### src/evcp_pkg.sv
// evcp_pkg: shared types, codes and step helpers for the control pilot block.
// No dependencies.
`default_nettype none
package evcp_pkg;

    localparam int VOLT_WINDOW_MV_DEF = 1100;
    localparam int MAX_EV = 5;
    localparam int QUEUE_DEPTH = 2;

    localparam logic [2:0] ST_DIS = 3'd0;
    localparam logic [2:0] ST_A   = 3'd1;
    localparam logic [2:0] ST_B   = 3'd2;
    localparam logic [2:0] ST_C   = 3'd3;
    localparam logic [2:0] ST_D   = 3'd4;
    localparam logic [2:0] ST_E   = 3'd5;
    localparam logic [2:0] ST_F   = 3'd6;
    localparam logic [2:0] ST_DF  = 3'd7;

    localparam logic [2:0] MODE_STEP    = 3'd0;
    localparam logic [2:0] MODE_ENABLE  = 3'd1;
    localparam logic [2:0] MODE_DISABLE = 3'd2;
    localparam logic [2:0] MODE_PWM_ON  = 3'd3;
    localparam logic [2:0] MODE_PWM_OFF = 3'd4;
    localparam logic [2:0] MODE_PWM_F   = 3'd5;
    localparam logic [2:0] MODE_ALLOW   = 3'd6;
    localparam logic [2:0] MODE_DENY    = 3'd7;

    localparam logic [3:0] EV_PLUGGED   = 4'd0;
    localparam logic [3:0] EV_REQ_POWER = 4'd1;
    localparam logic [3:0] EV_POWER_ON  = 4'd2;
    localparam logic [3:0] EV_POWER_OFF = 4'd3;
    localparam logic [3:0] EV_REQ_STOP  = 4'd4;
    localparam logic [3:0] EV_UNPLUGGED = 4'd5;
    localparam logic [3:0] EV_ERR_E     = 4'd6;
    localparam logic [3:0] EV_ERR_DF    = 4'd7;
    localparam logic [3:0] EV_RELAY_ERR = 4'd8;
    localparam logic [3:0] EV_RCD_ERR   = 4'd9;
    localparam logic [3:0] EV_NO_VENT   = 4'd10;
    localparam logic [3:0] EV_EF_TO_BCD = 4'd11;
    localparam logic [3:0] EV_BCD_TO_EF = 4'd12;

    localparam logic [1:0] RELAY_NONE  = 2'd0;
    localparam logic [1:0] RELAY_CLOSE = 2'd1;
    localparam logic [1:0] RELAY_OPEN  = 2'd2;
    localparam logic [1:0] LOCK_NONE   = 2'd0;
    localparam logic [1:0] LOCK_LOCK   = 2'd1;
    localparam logic [1:0] LOCK_UNLOCK = 2'd2;

    localparam logic [2:0] CFG_THREE_PHASE = 3'd0;
    localparam logic [2:0] CFG_VENT        = 3'd1;
    localparam logic [2:0] CFG_RCD_RECLOSE = 3'd2;
    localparam logic [2:0] CFG_PWM_STOP    = 3'd3;
    localparam logic [2:0] CFG_LOCK_REL    = 3'd4;

    localparam logic [9:0] DUTY_FULL = 10'd1000;

    typedef struct packed {
        logic                    relay_on;
        logic                    sw_ok;
        logic [1:0]              relay_cmd;
        logic                    relay_3ph;
        logic [1:0]              lock_cmd;
        logic                    lock_run;
        logic [31:0]             lock_start;
        logic [2:0]              ev_cnt;
        logic [MAX_EV-1:0][3:0]  ev;
    } work_t;

    typedef struct packed {
        logic [2:0]              ev_cnt;
        logic [MAX_EV-1:0][3:0]  ev;
        logic [1:0]              relay_cmd;
        logic                    relay_3ph;
        logic [1:0]              lock_cmd;
        logic                    rcd_clear;
        logic                    emerg_reset;
        logic [9:0]              duty;
        logic                    cp_en;
        logic [2:0]              state;
    } record_t;

    function automatic work_t emit(work_t w, logic [3:0] code);
        work_t r;
        r = w;
        if (w.ev_cnt < 3'(MAX_EV))
        begin
            r.ev[w.ev_cnt] = code;
            r.ev_cnt = w.ev_cnt + 3'd1;
        end
        return r;
    endfunction

    function automatic work_t close_relay(work_t w, logic latch, logic [31:0] now);
        work_t r;
        r = w;
        if (!w.relay_on)
        begin
            r.relay_cmd = RELAY_CLOSE;
            r.relay_3ph = latch;
            r = emit(r, w.sw_ok ? EV_POWER_ON : EV_RELAY_ERR);
            if (w.sw_ok)
                r.relay_on = 1'b1;
            r.lock_cmd = LOCK_LOCK;
            r.lock_run = 1'b1;
            r.lock_start = now;
        end
        return r;
    endfunction

    function automatic work_t open_relay(work_t w, logic [31:0] now);
        work_t r;
        r = w;
        if (w.relay_on)
        begin
            r.relay_cmd = RELAY_OPEN;
            r.relay_3ph = 1'b0;
            r = emit(r, w.sw_ok ? EV_POWER_OFF : EV_RELAY_ERR);
            if (w.sw_ok)
                r.relay_on = 1'b0;
            r.lock_cmd = LOCK_UNLOCK;
            r.lock_run = 1'b1;
            r.lock_start = now;
        end
        return r;
    endfunction

endpackage
`default_nettype wire

### src/evse_control_pilot_fsm.sv
// Control pilot state machine for a charging station, top level.
// Depends on evcp_pkg, evcp_front, evcp_queue, evcp_back.
//
// One input transfer is one step or command; it is handled in the cycle it is accepted and
// yields zero to five event transfers followed by one status transfer (tlast). The front
// accepts a new step every cycle while the two-entry record queue has room. A step yields
// 1 to 6 output items, sent by the one-item-per-cycle output port while m_axis_tready is high.
// Configuration writes are always ready and should be made while idle.
`default_nettype none
module evse_control_pilot_fsm
    import evcp_pkg::*;
#(
    parameter int VOLT_WINDOW_MV = VOLT_WINDOW_MV_DEF
)
(
    input  wire logic        clk,
    input  wire logic        rst_n,
    input  wire logic        s_axis_tvalid,
    output logic             s_axis_tready,
    // cp_high_mv[14:0], cp_low_mv[29:15], cp_valid[30], rcd_fired[31], relay_closed[32],
    // relay_ok[33], now_ticks[65:34], duty_permille[75:66], zero fill
    input  wire logic [79:0] s_axis_tdata,
    // mode[2:0]
    input  wire logic [2:0]  s_axis_tuser,
    output logic             m_axis_tvalid,
    input  wire logic        m_axis_tready,
    // event_code[3:0], relay_cmd[5:4], relay_three_phase[6], lock_cmd[8:7],
    // rcd_flag_clear[9], emergency_reset[10], pwm_duty_out[20:11], cp_enable_out[21],
    // cp_state[24:22], zero fill
    output logic [31:0]      m_axis_tdata,
    // event_valid[0]
    output logic [0:0]       m_axis_tuser,
    output logic             m_axis_tlast,
    input  wire logic        cfg_valid,
    output logic             cfg_ready,
    input  wire logic [2:0]  cfg_index,
    input  wire logic [31:0] cfg_data
);
    record_t rec, head;
    logic    full, empty, pop, in_fire;

    assign s_axis_tready = !full;
    assign in_fire = s_axis_tvalid && s_axis_tready;
    assign cfg_ready = 1'b1;

    evcp_front #(.VOLT_WINDOW_MV(VOLT_WINDOW_MV)) u_front (
        .clk(clk), .rst_n(rst_n), .in_fire(in_fire),
        .mode(s_axis_tuser),
        .cp_high_mv(s_axis_tdata[14:0]),
        .cp_low_mv(s_axis_tdata[29:15]),
        .cp_valid(s_axis_tdata[30]),
        .rcd_fired(s_axis_tdata[31]),
        .relay_closed(s_axis_tdata[32]),
        .relay_ok(s_axis_tdata[33]),
        .now_ticks(s_axis_tdata[65:34]),
        .duty_permille(s_axis_tdata[75:66]),
        .cfg_fire(cfg_valid && cfg_ready),
        .cfg_index(cfg_index),
        .cfg_data(cfg_data),
        .rec(rec)
    );

    evcp_queue u_queue (
        .clk(clk), .rst_n(rst_n), .push(in_fire), .push_rec(rec), .pop(pop),
        .full(full), .empty(empty), .head(head)
    );

    evcp_back u_back (
        .clk(clk), .rst_n(rst_n), .empty(empty), .head(head), .pop(pop),
        .m_axis_tvalid(m_axis_tvalid), .m_axis_tready(m_axis_tready),
        .m_axis_tdata(m_axis_tdata), .m_axis_tuser(m_axis_tuser),
        .m_axis_tlast(m_axis_tlast)
    );
endmodule
`default_nettype wire

### src/evcp_front.sv
// evcp_front: accepts steps and commands, runs the pilot state machine, builds one record.
// Depends on evcp_pkg.
`default_nettype none
module evcp_front
    import evcp_pkg::*;
#(
    parameter int VOLT_WINDOW_MV = VOLT_WINDOW_MV_DEF
)
(
    input  wire logic        clk,
    input  wire logic        rst_n,
    input  wire logic        in_fire,
    input  wire logic [2:0]  mode,
    input  wire logic [14:0] cp_high_mv,
    input  wire logic [14:0] cp_low_mv,
    input  wire logic        cp_valid,
    input  wire logic        rcd_fired,
    input  wire logic        relay_closed,
    input  wire logic        relay_ok,
    input  wire logic [31:0] now_ticks,
    input  wire logic [9:0]  duty_permille,
    input  wire logic        cfg_fire,
    input  wire logic [2:0]  cfg_index,
    input  wire logic [31:0] cfg_data,
    output record_t          rec
);
    localparam logic signed [17:0] WIN = 18'(VOLT_WINDOW_MV);

    function automatic logic near(logic signed [17:0] v, logic signed [17:0] c);
        return (v > c - WIN) && (v < c + WIN);
    endfunction

    logic        three_ph_reg, vent_reg, reclose_reg;
    logic [31:0] stop_ticks_reg, lock_ticks_reg;
    logic [2:0]  cur_reg, cur_next, prev_reg, prev_next;
    logic        pwm_run_reg, pwm_run_next, pwm_was_reg, pwm_was_next;
    logic        allow_reg, allow_next, simpl_reg, simpl_next;
    logic        latch_reg, latch_next, cp_en_reg, cp_en_next;
    logic [9:0]  duty_reg, duty_next;
    logic        stop_run_reg, stop_run_next;
    logic [31:0] stop_start_reg, stop_start_next;
    logic        lock_run_reg;
    logic [31:0] lock_start_reg;
    work_t       w;
    logic        rcd_clr, emerg, cls_ok;
    logic [2:0]  st;
    logic signed [17:0] hi, lo, sum;

    always_comb
    begin
        cur_next = cur_reg;
        prev_next = prev_reg;
        pwm_run_next = pwm_run_reg;
        pwm_was_next = pwm_was_reg;
        allow_next = allow_reg;
        simpl_next = simpl_reg;
        latch_next = latch_reg;
        cp_en_next = cp_en_reg;
        duty_next = duty_reg;
        stop_run_next = stop_run_reg;
        stop_start_next = stop_start_reg;
        w = '0;
        w.relay_on = relay_closed;
        w.sw_ok = relay_ok;
        w.lock_run = lock_run_reg;
        w.lock_start = lock_start_reg;
        rcd_clr = 1'b0;
        emerg = 1'b0;
        hi = 18'(signed'(cp_high_mv));
        lo = 18'(signed'(cp_low_mv));
        sum = hi + lo;
        cls_ok = 1'b1;
        st = ST_DIS;
        case (mode)
            MODE_STEP:
            begin
                if (rcd_fired)
                begin
                    rcd_clr = 1'b1;
                    w = emit(w, EV_RCD_ERR);
                end
                if (w.lock_run && (now_ticks - w.lock_start) >= lock_ticks_reg)
                begin
                    w.lock_cmd = LOCK_UNLOCK;
                    w.lock_run = 1'b0;
                end
                if (cur_reg == ST_DIS)
                    st = ST_DIS;
                else if (pwm_run_reg && !near(lo, -18'sd12000))
                begin
                    if (near(lo, 18'sd0) && near(hi, 18'sd0))
                        st = ST_E;
                    else if (near(sum, 18'sd0))
                        st = ST_DF;
                    else
                        cls_ok = 1'b0;
                end
                else if (near(hi, 18'sd12000))
                    st = ST_A;
                else if (near(hi, 18'sd9000))
                    st = ST_B;
                else if (near(hi, 18'sd6000))
                    st = ST_C;
                else if (near(hi, 18'sd3000))
                    st = ST_D;
                else if (near(hi, -18'sd12000))
                    st = ST_F;
                else
                    cls_ok = 1'b0;
                if (cp_valid && cls_ok)
                begin
                    cur_next = st;
                    case (st)
                        ST_DIS:
                        begin
                            allow_next = 1'b0;
                            w = open_relay(w, now_ticks);
                        end
                        ST_A:
                        begin
                            latch_next = three_ph_reg;
                            duty_next = DUTY_FULL;
                            pwm_run_next = 1'b0;
                            allow_next = 1'b0;
                            simpl_next = 1'b0;
                            if (prev_reg != ST_A && prev_reg != ST_DIS && prev_reg != ST_F)
                            begin
                                w = emit(w, EV_REQ_STOP);
                                w = open_relay(w, now_ticks);
                                w = emit(w, EV_UNPLUGGED);
                                if (reclose_reg)
                                begin
                                    emerg = 1'b1;
                                    rcd_clr = 1'b1;
                                end
                            end
                        end
                        ST_B:
                        begin
                            if (prev_reg != ST_A && prev_reg != ST_B)
                            begin
                                w = emit(w, EV_REQ_STOP);
                                w = open_relay(w, now_ticks);
                            end
                            if (prev_reg == ST_A || prev_reg == ST_DIS)
                            begin
                                w = emit(w, EV_PLUGGED);
                                simpl_next = 1'b0;
                            end
                            if (prev_reg == ST_E || prev_reg == ST_F)
                                w = emit(w, EV_EF_TO_BCD);
                        end
                        ST_C, ST_D:
                        begin
                            if (prev_reg == ST_A)
                            begin
                                w = emit(w, EV_PLUGGED);
                                if (st == ST_D)
                                    w = emit(w, EV_REQ_POWER);
                                simpl_next = 1'b1;
                            end
                            if (prev_reg == ST_B)
                                w = emit(w, EV_REQ_POWER);
                            if (prev_reg == ST_E || prev_reg == ST_F)
                                w = emit(w, EV_EF_TO_BCD);
                            if (!pwm_run_reg)
                            begin
                                if (pwm_was_reg)
                                begin
                                    stop_run_next = 1'b1;
                                    stop_start_next = now_ticks;
                                end
                                if (stop_run_next &&
                                    (now_ticks - stop_start_next) >= stop_ticks_reg)
                                    w = open_relay(w, now_ticks);
                            end
                            else if (st == ST_C)
                            begin
                                if (allow_reg)
                                begin
                                    w = close_relay(w, latch_reg, now_ticks);
                                    if (!pwm_was_reg && simpl_next)
                                        w = emit(w, EV_REQ_POWER);
                                end
                            end
                            else
                            begin
                                if (allow_reg && !w.relay_on)
                                begin
                                    if (!vent_reg)
                                        w = emit(w, EV_NO_VENT);
                                    else
                                        w = close_relay(w, latch_reg, now_ticks);
                                end
                                if (prev_reg == ST_C && !vent_reg)
                                    w = emit(w, EV_NO_VENT);
                            end
                        end
                        ST_E:
                        begin
                            if (prev_reg != ST_E)
                                w = emit(w, EV_ERR_E);
                            if (prev_reg == ST_B || prev_reg == ST_C || prev_reg == ST_D)
                                w = emit(w, EV_BCD_TO_EF);
                            w = open_relay(w, now_ticks);
                            duty_next = DUTY_FULL;
                            pwm_run_next = 1'b0;
                            allow_next = 1'b0;
                        end
                        ST_F:
                        begin
                            w = open_relay(w, now_ticks);
                            if (prev_reg == ST_B || prev_reg == ST_C || prev_reg == ST_D)
                                w = emit(w, EV_BCD_TO_EF);
                        end
                        default:
                        begin
                            if (prev_reg != ST_DF)
                                w = emit(w, EV_ERR_DF);
                            if (prev_reg == ST_B || prev_reg == ST_C || prev_reg == ST_D)
                                w = emit(w, EV_BCD_TO_EF);
                            w = open_relay(w, now_ticks);
                        end
                    endcase
                    prev_next = st;
                    pwm_was_next = pwm_run_next;
                end
            end
            MODE_ENABLE:
            begin
                cur_next = ST_A;
                duty_next = DUTY_FULL;
                pwm_run_next = 1'b0;
                allow_next = 1'b0;
                cp_en_next = 1'b1;
            end
            MODE_DISABLE:
            begin
                cur_next = ST_DIS;
                duty_next = DUTY_FULL;
                pwm_run_next = 1'b0;
                allow_next = 1'b0;
                cp_en_next = 1'b0;
            end
            MODE_PWM_ON:
            begin
                duty_next = (duty_permille > DUTY_FULL) ? DUTY_FULL : duty_permille;
                pwm_run_next = 1'b1;
            end
            MODE_PWM_OFF:
            begin
                duty_next = DUTY_FULL;
                pwm_run_next = 1'b0;
                allow_next = 1'b0;
            end
            MODE_PWM_F:
            begin
                duty_next = 10'd0;
                cur_next = ST_F;
                pwm_run_next = 1'b0;
                allow_next = 1'b0;
            end
            MODE_ALLOW: allow_next = 1'b1;
            default:    allow_next = 1'b0;
        endcase

        rec.ev_cnt = w.ev_cnt;
        rec.ev = w.ev;
        rec.relay_cmd = w.relay_cmd;
        rec.relay_3ph = (w.relay_cmd == RELAY_CLOSE) ? w.relay_3ph : 1'b0;
        rec.lock_cmd = w.lock_cmd;
        rec.rcd_clear = rcd_clr;
        rec.emerg_reset = emerg;
        rec.duty = duty_next;
        rec.cp_en = cp_en_next;
        rec.state = cur_next;
    end

    always_ff @(posedge clk or negedge rst_n)
    begin
        if (!rst_n)
        begin
            three_ph_reg <= 1'b0;
            vent_reg <= 1'b0;
            reclose_reg <= 1'b1;
            stop_ticks_reg <= 32'd6000;
            lock_ticks_reg <= 32'd1000;
        end
        else if (cfg_fire)
        begin
            case (cfg_index)
                CFG_THREE_PHASE: three_ph_reg <= cfg_data[0];
                CFG_VENT:        vent_reg <= cfg_data[0];
                CFG_RCD_RECLOSE: reclose_reg <= cfg_data[0];
                CFG_PWM_STOP:    stop_ticks_reg <= cfg_data;
                CFG_LOCK_REL:    lock_ticks_reg <= cfg_data;
                default:         ;
            endcase
        end
    end

    always_ff @(posedge clk or negedge rst_n)
    begin
        if (!rst_n)
        begin
            cur_reg <= ST_DIS;
            prev_reg <= ST_DIS;
            pwm_run_reg <= 1'b0;
            pwm_was_reg <= 1'b0;
            allow_reg <= 1'b0;
            simpl_reg <= 1'b0;
            latch_reg <= 1'b0;
            cp_en_reg <= 1'b0;
            duty_reg <= DUTY_FULL;
            stop_run_reg <= 1'b0;
            stop_start_reg <= '0;
            lock_run_reg <= 1'b0;
            lock_start_reg <= '0;
        end
        else if (in_fire)
        begin
            cur_reg <= cur_next;
            prev_reg <= prev_next;
            pwm_run_reg <= pwm_run_next;
            pwm_was_reg <= pwm_was_next;
            allow_reg <= allow_next;
            simpl_reg <= simpl_next;
            latch_reg <= latch_next;
            cp_en_reg <= cp_en_next;
            duty_reg <= duty_next;
            stop_run_reg <= stop_run_next;
            stop_start_reg <= stop_start_next;
            lock_run_reg <= w.lock_run;
            lock_start_reg <= w.lock_start;
        end
    end
endmodule
`default_nettype wire

### src/evcp_queue.sv
// evcp_queue: small FIFO of step records between front and back.
// Depends on evcp_pkg.
`default_nettype none
module evcp_queue
    import evcp_pkg::*;
(
    input  wire logic clk,
    input  wire logic rst_n,
    input  wire logic push,
    input  record_t   push_rec,
    input  wire logic pop,
    output logic      full,
    output logic      empty,
    output record_t   head
);
    localparam int ADDR_W = (QUEUE_DEPTH > 1) ? $clog2(QUEUE_DEPTH) : 1;

    record_t           mem [QUEUE_DEPTH];
    logic [ADDR_W-1:0] wr_reg, rd_reg;
    logic [ADDR_W:0]   cnt_reg;

    assign full  = (cnt_reg == (ADDR_W+1)'(QUEUE_DEPTH));
    assign empty = (cnt_reg == '0);
    assign head  = mem[rd_reg];

    always_ff @(posedge clk)
    begin
        if (push)
            mem[wr_reg] <= push_rec;
    end

    always_ff @(posedge clk or negedge rst_n)
    begin
        if (!rst_n)
        begin
            wr_reg <= '0;
            rd_reg <= '0;
            cnt_reg <= '0;
        end
        else
        begin
            if (push)
                wr_reg <= (wr_reg == ADDR_W'(QUEUE_DEPTH-1)) ? '0 : wr_reg + 1'b1;
            if (pop)
                rd_reg <= (rd_reg == ADDR_W'(QUEUE_DEPTH-1)) ? '0 : rd_reg + 1'b1;
            if (push && !pop)
                cnt_reg <= cnt_reg + 1'b1;
            else if (pop && !push)
                cnt_reg <= cnt_reg - 1'b1;
        end
    end
endmodule
`default_nettype wire

### src/evcp_back.sv
// evcp_back: walks the head record and sends its event items, then the status item.
// Depends on evcp_pkg.
`default_nettype none
module evcp_back
    import evcp_pkg::*;
(
    input  wire logic        clk,
    input  wire logic        rst_n,
    input  wire logic        empty,
    input  record_t          head,
    output logic             pop,
    output logic             m_axis_tvalid,
    input  wire logic        m_axis_tready,
    output logic [31:0]      m_axis_tdata,
    output logic [0:0]       m_axis_tuser,
    output logic             m_axis_tlast
);
    logic [2:0] idx_reg;
    logic       is_ev;

    assign is_ev = idx_reg < head.ev_cnt;
    assign m_axis_tvalid = !empty;
    assign m_axis_tlast = !is_ev;
    assign m_axis_tuser[0] = is_ev;
    assign pop = m_axis_tvalid && m_axis_tready && !is_ev;

    always_comb
    begin
        m_axis_tdata = '0;
        if (is_ev)
            m_axis_tdata[3:0] = head.ev[idx_reg];
        else
        begin
            m_axis_tdata[5:4]   = head.relay_cmd;
            m_axis_tdata[6]     = head.relay_3ph;
            m_axis_tdata[8:7]   = head.lock_cmd;
            m_axis_tdata[9]     = head.rcd_clear;
            m_axis_tdata[10]    = head.emerg_reset;
            m_axis_tdata[20:11] = head.duty;
            m_axis_tdata[21]    = head.cp_en;
            m_axis_tdata[24:22] = head.state;
        end
    end

    always_ff @(posedge clk or negedge rst_n)
    begin
        if (!rst_n)
            idx_reg <= '0;
        else if (m_axis_tvalid && m_axis_tready)
            idx_reg <= is_ev ? idx_reg + 3'd1 : 3'd0;
    end
endmodule
`default_nettype wire

### config.mk
export PLATFORM = sky130hd
export DESIGN_NAME = evse_control_pilot_fsm
export DESIGN_NICKNAME = d
export VERILOG_FILES = /design/src/evcp_pkg.sv /design/src/evse_control_pilot_fsm.sv /design/src/evcp_front.sv /design/src/evcp_queue.sv /design/src/evcp_back.sv
export SDC_FILE = /design/constraint.sdc
export NUM_CORES = 1
export LEC_CHECK = 0
export ABC_AREA = 0
export BUFFER_PORTS_ARGS = -buffer_cell sky130_fd_sc_hd__clkbuf_2
export CAP_MARGIN = 20
export CORE_MARGIN = 2
export CORE_UTILIZATION = 40
export DETAILED_ROUTE_END_ITERATION = 12
export PLACE_DENSITY = 0.58
export SYNTH_ARGS = -nofsm -noshare
export SYNTH_HDL_FRONTEND = slang
export SYNTH_SLANG_ARGS = --single-unit
### constraint.sdc
create_clock -name clk -period 7.6 [get_ports clk]
set_clock_uncertainty 0.05 [all_clocks]
set_input_delay 0.38 -clock clk [delete_from_list [all_inputs] [get_ports clk]]
set_output_delay 0.38 -clock clk [all_outputs]
set_load 0.02 [all_outputs]
# Word-level counts from Yosys, hierarchy flattened
# Memories as Yosys holds them, arrays and structs flattened.
# Index checks and enable logic that the tools add are counted.
# W data, S select, Z words.
# word_totals
wordCells	517
n_memories	1
ram_bits	88
out_inout_bits	37
ff_bits	162
input_bits	123
latch_bits	0
mem_bits_ro	0
# op_classes
addsub	25
n_mux	232
div	0
n_shift	0
reduce_logical	83
eq_ne	32
order_cmp	74
n_bitwise	48
mul	0
# memory_table
memory	words	word_bits	rd	rd_clocked_by_memory_dff	wr	line	rtl
u_queue.mem	2	44	1	0	1	evcp_queue.sv:18	record_t mem [QUEUE_DEPTH];
# ops
op	n
$mux W61	41
$mux W63	22
$mux W23	48
$pmux W61 S6	1
$demux W4 S3	17
$mux W32	5
$bwmux W20	7
$mux W4	24
$lt A3 B4 Y1 const B	18
$and A10 B10 Y10	7
$not A10 Y10	7
$or A10 B10 Y10	7
$ge A32 B32 Y1	2
$sub A32 B32 Y32	2
$and A15 B15 Y15	4
$lt A15 B15 Y1 const B	4
$not A15 Y15	4
$add A3 B1 Y3 const B	18
$ge A3 B1 Y1 const B	17
$lt A3 B3 Y1 const B	17
$gt A15 B12 Y1 const B	3
$gt A15 B15 Y1 const B	3
$or A15 B15 Y15	3
$logic_and A1 B1 Y1	42
other kinds (51)	171

# Longest topological paths before layout
# Gate-level depths: netlist (run 1).
# depth
word_depth	78
ltp_mapped	32
mapped_depth_nobuf	31

# By module
# A second synthesis (run 1) with hierarchy kept.
# hier_totals
cells_unflattened	2312
hier_area_um2	20666.1
# by_module_without_submodules
mod	area_per_inst_um2	n_inst	seq_area_each_um2	cells_per_inst
evcp_front	16400.7	1	3903.7	2073
evcp_queue	3562.2	1	2742.6	153
evcp_back	681.9	1	75.1	82
evse_control_pilot_fsm	21.3	1	0.0	4

# Worst setup path after synthesis (run 1)
# OpenSTA, ideal clock, no wires.
# synth_path
path_type	input-to-reg
start	input s_axis_tdata[0]
end	memory u_queue.mem[0][42] (netlist name) (data pin)
n_path_buf	1
path_stages	31
path_slack_ns	0.765
t_arrival_ns	6.513
required_ns	7.278
setup_ns	0.272
path_cell_list	ha_1 > inv_1 > fa_1 > nand2b_1 > a211oi_2 > o31a_2 > a21o_1 > a211oi_1 > or4b_1 > nor3_2 > or2_4 > o221ai_4 > ha_1 > a21oi_1 > ha_1 > a21oi_1 > nor2_1 > ha_1 > nor2b_1 > o32ai_1 > clkbuf_1 > ha_1 > a32oi_1 > inv_1 > ha_1 > o211ai_1 > o21ai_0 > a21oi_1 > a21oi_1 > a211oi_1 > a31oi_1
# synth_rtl
element	line	rtl
start: declaration	evse_control_pilot_fsm.sv:22	input wire logic [79:0] s_axis_tdata,
end: declaration	evcp_queue.sv:18	

==> results of run 1 <==
[worst min-delay path: stages]
cell	delay (ps)
clkbuf_2	100
nand2_1	40
o21ai_0	60
[area by class of cell]
| type | count | area, µm² |
|---|---|---|
| diodes | 1 | 2.502 |
| clock inverters | 8 | 96.34 |
| repair buffers | 219 | 1368 |
| clock buffers | 45 | 865.8 |
| fillers | 4728 | 26300 |
| well taps | 664 | 830.8 |
| flip-flops and latches | 246 | 6604 |
| inverters | 155 | 584.3 |
| multi-input cells | 1720 | 12300 |
[placed cells by master (no fill, tap or decap), drive strengths merged, types with 12 or more instances in the layout]
cell type,count
a211oi,25
a21o,49
a21oi,148
a221oi,13
a31oi,25
and2,15
and3,14
buf,54
clkbuf,191
dfrtp,142
dfstp,20
dlygate4sd3,19
edfxtp,84
ha,178
inv,151
mux2,76
mux2i,74
nand2,211
nand2b,30
nand3,45
nand4,22
nor2,165
nor2b,24
nor3,48
o211ai,19
o21a,20
o21ai,199
o21bai,17
o221ai,12
o31ai,12
or3,16
xnor2,53
xor2,23
[cell families (layout without fill, tap and decap cells)]
| kind of cell | count (synthesis) | count (layout) | share of synthesized area |
|---|---|---|---|
| AOI/OAI and AO/OA | 653 | 653 | 0.2145 |
| and+or+nand+nor | 642 | 642 | 0.1536 |
| buffers and inverters | 255 | 427 | 0.05266 |
| DFF | 246 | 246 | 0.3327 |
| adders and majority gates | 183 | 183 | 0.1173 |
| muxes | 158 | 158 | 0.09523 |
| xor gates and xnor gates | 76 | 76 | 0.03355 |
| other | 2 | 9 | 0.0003785 |
[routing by layer]
layer	up-vias	global-route usage	wire length (µm)
li1	8393	-	-
met2	447	0.3677	26640
met1	8231	0.2991	26060
met3	86	0.02890	2780
met5	-	0	27
met4	4	0.05327	1245
[worst max path at each step]
stage | startpoint | cells after the start | endpoint | slack [ps]
3_5_place_dp | s_axis_tdata[0] | 31 | u_queue.mem[0][24] | 110
2_1_floorplan | s_axis_tdata[0] | 31 | u_queue.mem[0][42] | 770
5_1_grt | u_front.pwm_was_reg | 29 | u_queue.mem[1][43] | 80
3_3_place_gp | s_axis_tdata[0] | 31 | u_queue.mem[0][24] | 230
6_report | u_front.pwm_was_reg | 29 | u_queue.mem[0][28] | 590
4_1_cts | u_front.pwm_was_reg | 29 | u_queue.mem[1][24] | 170
[timing repair]
action / in CTS / in global routing
buffers inserted: 0 / 0
gates resized for setup: 0 / 11
hold buffers: 19 / 0
endpoints found under the hold margin: 67 / 0
endpoints found under the setup margin: 0 / 56
[power groups by stage]
| stage | sequential (mW) | clock, mW | combinational, mW |
|---|---|---|---|
| after detailed placement | 1.92 | 0 | 3.28 |
| after global routing | 1.93 | 1.50 | 3.72 |
| after global placement | 1.90 | 0 | 3.22 |
| final | 1.90 | 1.40 | 3.32 |
| after CTS | 1.90 | 1.44 | 3.32 |
| after floorplan | 1.84 | 0 | 2.45 |
[through the flow]
step                      utilization  std cells  hold WS [ps]  worst slack, ps
final                          0.4627       3058         18.22            593.2
after detailed placement       0.4377       2984         348.6            105.3
after global routing           0.4627       3057         13.94            75.06
after floorplan                     -       2221         34.41            765.1
after CTS                      0.4613       3056         1.543            168.9
after global placement         0.4377       2984         345.3            226.9
==> impl_metrics.env, run 1 <==
export IMPL_stdcell_area_um2=22650
export IMPL_synthTopCellsByCount="nand2_1, o21ai_0, ha_1, nor2_1, inv_1"
export IMPL_intPower_mw=3.949
export IMPL_drt_total_wl_um=56760
export IMPL_fp_dieH_um=226.7
export IMPL_rr_startpoint="u_front.pwm_was_reg"
export IMPL_pin_count=160
export IMPL_crit_type="register to register"
export IMPL_clock_latency_ps=560
export IMPL_arrival_ps=7290
export IMPL_p_switching_mw=2.667
export IMPL_dr_pass1_iters=6
export IMPL_root_buffer="clkbuf_16"
export IMPL_cts_sinks=246
export IMPL_end_kind="register"
export IMPL_drc_errors=0
export IMPL_ys_ff_latch=246
export IMPL_viasPerCell=5.612
export IMPL_synth_edf_count=84
export IMPL_hpwl_um=42650
export IMPL_yosysMostFrequentCell="nand2_1"
export IMPL_final_net_count=2677
export IMPL_maxCapViolations=0
export IMPL_top_register="u_queue.mem"
export IMPL_grt_overflow=0
export IMPL_worstMarginPinSlew_ps=1117
export IMPL_relSlewSlack=0.2469
export IMPL_p_clk_frac=0.212
export IMPL_r2r_end="u_queue.mem[0][28]"
export IMPL_port_buffers=147
export IMPL_cp_slowest_cell="fa_1"
export IMPL_post_drt_wl_per_cell_um=18.56
export IMPL_netlist_instances=2215
export IMPL_synth_seq_area_share=0.3327
export IMPL_worst_path_largest_cell_delay_ps=420
export IMPL_combPwrFrac=0.501
export IMPL_clockBufferDepth=3
export IMPL_drtIter0Drc=1345
export IMPL_hold_viol=0
export IMPL_synth_avg_cell_area_um2=8.957
export IMPL_largest_register_ffs=84
export IMPL_max_freq_mhz=142.7
export IMPL_min_delay_start="cfg_data[24]"
export IMPL_fin_crit_ps=7007
export IMPL_critPathRequiredTime_ps=7890
export IMPL_worstPathMaxFanout=7
export IMPL_synth_top_area_frac=0.1791
export IMPL_antenna_found_initial=3
export IMPL_synth_area_leaders="dfrtp_1, edfxtp_1, ha_1"
export IMPL_hold_end="u_front.lock_ticks_reg[24]"
export IMPL_cts_tree="done"
export IMPL_initial_core_util=0.4053
export IMPL_grt_max_degree=65
export IMPL_synth_cell_types=99
export IMPL_cts_max_level=1
export IMPL_min_period_over_period=0.9219
export IMPL_worstRegToRegCells=29
export IMPL_swShare=0.4031
export IMPL_synth_top_area_cell="dfrtp_1"
export IMPL_die_w_um=226.7
export IMPL_areaGrowthSynthToFinish_pct=14.18
export IMPL_drive_gt1_frac=0.1676
export IMPL_p_per_area_nw_per_um2=292.1
export IMPL_core_area_um2=48950
export IMPL_ys_async_sr_fraction=0.6585
export IMPL_route_vias_total=17161
export IMPL_seqPwrFrac=0.287
export IMPL_crit_path_start_kind="register"
export IMPL_synthFlopType="dfrtp_1"
export IMPL_ant_nets=0
export IMPL_path_common_cell="a21oi_1"
export IMPL_status="finished clean"
export IMPL_cts_buffers=29
export IMPL_path_buf_inv=3
export IMPL_worstHoldPathCells=3
export IMPL_crit_family="compound AO/OA/AOI/OAI gates"
export IMPL_num_rows=81
export IMPL_grt_usage=0.2194
export IMPL_p_leak_nw=9.629
export IMPL_rsz0062_at_grt="no"
export IMPL_fin_tns_setup_ps=0
export IMPL_setup_viol=0
export IMPL_place_area_um2=21430
export IMPL_hold_class="input port to register"
export IMPL_vdd_ir_drop_worst_mv=0.2097
export IMPL_cts_clk_slew_worst_paths_ps=60
export IMPL_grt_pass1_wl_um=90740
export IMPL_die_area_um2=51400
export IMPL_timing_final_max_slew_violations=0
export IMPL_p_total_mw=6.616
export IMPL_synth_warnings=0
export IMPL_syn_area_um2=19840
export IMPL_gp_congestion=0.9305
export IMPL_first_global_vias=16937
export IMPL_worst_r2r_setup_slack_ps=590
(Power assumes the default switching activity.)
==> inputs of run 2 (changes only) <==
--- a/config.mk
+++ b/config.mk
@@ -6,12 +6,13 @@
 export NUM_CORES = 1
 export LEC_CHECK = 0
 export ABC_AREA = 0
-export BUFFER_PORTS_ARGS = -buffer_cell sky130_fd_sc_hd__clkbuf_2
 export CAP_MARGIN = 20
 export CORE_MARGIN = 2
 export CORE_UTILIZATION = 40
 export DETAILED_ROUTE_END_ITERATION = 12
-export PLACE_DENSITY = 0.58
+export DONT_BUFFER_PORTS = 1
+export HOLD_SLACK_MARGIN = 0.03
+export PLACE_DENSITY = 0.55
 export SYNTH_ARGS = -nofsm -noshare
 export SYNTH_HDL_FRONTEND = slang
 export SYNTH_SLANG_ARGS = --single-unit
==> run 2 against run 1 <==
  * Clock-buffer cell count shrank 2
  * Combinational power shrank 4%
  * Final cell count is 3.2% lower
  * Critical path depth unchanged
  * Register-to-register slack got worse by 220 ps
  * Total power decreased by 1.8%
  * First-iteration DRC count is essentially flat
  * Global-route usage up 0.66 points
  * Sequential power about the same
  * Critical endpoint is now u_queue.mem[0][24]
==> impl_metrics.env, run 2 (synthesized netlist as in run 1, its figures left out) <==
export IMPL_clock_latency_ps=560
export IMPL_grt_usage=0.2260
export IMPL_rr_startpoint="u_front.pwm_was_reg"
export IMPL_cts_buffers=28
export IMPL_die_area_um2=51400
export IMPL_grt_pass1_wl_um=92690
export IMPL_final_net_count=2578
export IMPL_fin_crit_ps=7223
export IMPL_crit_type="register to register"
export IMPL_drc_errors=0
export IMPL_cts_tree="done"
export IMPL_dr_pass1_iters=6
export IMPL_root_buffer="clkbuf_16"
export IMPL_antenna_found_initial=3
export IMPL_arrival_ps=7520
export IMPL_setup_viol=0
export IMPL_ant_nets=0
export IMPL_drive_gt1_frac=0.1064
export IMPL_top_register="u_queue.mem"
export IMPL_relSlewSlack=0.2979
export IMPL_drt_total_wl_um=58580
export IMPL_initial_core_util=0.4053
export IMPL_port_buffers=0
export IMPL_clockBufferDepth=3
export IMPL_viasPerCell=5.730
export IMPL_min_period_over_period=0.9505
export IMPL_critPathRequiredTime_ps=7890
export IMPL_layout_common_cells="nand2_1, o21ai_0, ha_1"
export IMPL_crit_path_start_kind="register"
export IMPL_p_leak_nw=9.219
export IMPL_hold_class="input port to register"
export IMPL_crit_start="u_front.pwm_was_reg"
export IMPL_vdd_ir_drop_worst_mv=0.2324
export IMPL_mostFrequentLayoutCell="nand2_1"
export IMPL_cts_sinks=246
export IMPL_pin_count=160
export IMPL_grt_overflow=0
export IMPL_largest_register_ffs=84
export IMPL_status="finished clean"
export IMPL_hpwl_um=42050
export IMPL_core_area_um2=48950
export IMPL_die_w_um=226.7
export IMPL_route_vias_total=16955
export IMPL_fp_dieH_um=226.7
export IMPL_first_global_vias=16754
export IMPL_min_delay_start="s_axis_tdata[48]"
export IMPL_areaGrowthSynthToFinish_pct=13.04
export IMPL_worstPathMaxFanout=4
export IMPL_worst_path_largest_cell_delay_ps=420
export IMPL_stdcell_area_um2=22430
export IMPL_cp_slowest_cell="fa_1"
export IMPL_p_total_mw=6.499
export IMPL_maxCapViolations=0
export IMPL_end_kind="register"
export IMPL_grt_max_degree=163
export IMPL_worstMarginPinSlew_ps=1042
export IMPL_worstRegToRegCells=29
export IMPL_drtIter0Drc=1344
export IMPL_hold_viol=0
export IMPL_post_drt_wl_per_cell_um=19.80
export IMPL_path_common_cell="o21ai_0"
export IMPL_place_area_um2=20580
export IMPL_timing_final_max_slew_violations=0
export IMPL_cts_clk_slew_worst_paths_ps=60
export IMPL_worstHoldPathCells=2
export IMPL_max_freq_mhz=138.4
export IMPL_p_per_area_nw_per_um2=289.8
export IMPL_gp_congestion=0.9159
export IMPL_cts_max_level=1
export IMPL_num_rows=81
## run 2: cell types whose count changed in the layout (fill, tap and decap cells not counted), moves of 3 or more
cell,change
clkbuf_1,-3
clkinv_2,+3
buf_4,-11
clkbuf_2,-146
dlygate4sd3_1,+59
## run 2: area by class of cell
| class | count | area, µm² |
|---|---|---|
| antenna | 1 | 2.502 |
| clock buffer | 43 | 868.3 |
| clock inverter | 9 | 98.84 |
| fill | 4669 | 26520 |
| inverter | 155 | 584.3 |
| multi-input combinational | 1720 | 12290 |
| sequential | 246 | 6604 |
| tap | 664 | 830.8 |
| timing repair buffer | 121 | 1146 |
## run 2: critical path: cells and delay by family (launching register included)
| kind | cells | cell delay, ps |
|---|---|---|
| simple gates | 3 | 550 |
| fa+ha+maj | 3 | 870 |
| xor+xnor | 1 | 150 |
| compound gates | 17 | 4300 |
| mux | 2 | 350 |
| flops | 1 | 410 |
| buf+inv | 3 | 310 |
## run 2: power by group
part	internal [mW]	leakage (nW)	switching [mW]
combinational	1.31	5.89	1.89
sequential	1.72	2.85	0.175
clock	0.850	0.484	0.553
## run 2: timing repair
item	CTS	global route
resized for setup	0	9
endpoints found under the hold margin	308	0
endpoints found under the setup margin	0	66
hold buffers	79	0
buffers inserted	0	0
## run 2: layer usage
metal  track usage  up-vias  part of all wire
met2        0.3783      481              0.47
li1              -     8207                 -
met3       0.02955      109             0.052
met1        0.3091     8154              0.45
met4       0.05327        4             0.025
met5             0        -           0.00046
## run 2: through the flow
stage | setup TNS (ps) | hold slack [ps] | worst slack (ps) | std cells | util
global route | -23.00 | 45.39 | -12.29 | 2958 | 0.4581
CTS | 0 | 32.61 | 176.8 | 2957 | 0.4567
detailed placement | 0 | 41.24 | 237.6 | 2826 | 0.4205
global placement | 0 | 38.95 | 356.5 | 2825 | 0.4204
floorplan | 0 | 34.41 | 765.1 | 2221 | -
finish | 0 | 45.62 | 376.6 | 2959 | 0.4581
## run 2: final timing paths
kind | end | slack [ps]
min in group asynchronous | u_back.idx_reg[2] | 380
worst min register to register | u_front.stop_run_reg | 420
max in group asynchronous | u_front.pwm_was_reg | 6350
worst max register to register | u_queue.mem[0][24] | 380
worst max-delay path | u_queue.mem[0][24] | 380
worst min-delay path | u_front.stop_start_reg[14] | 50
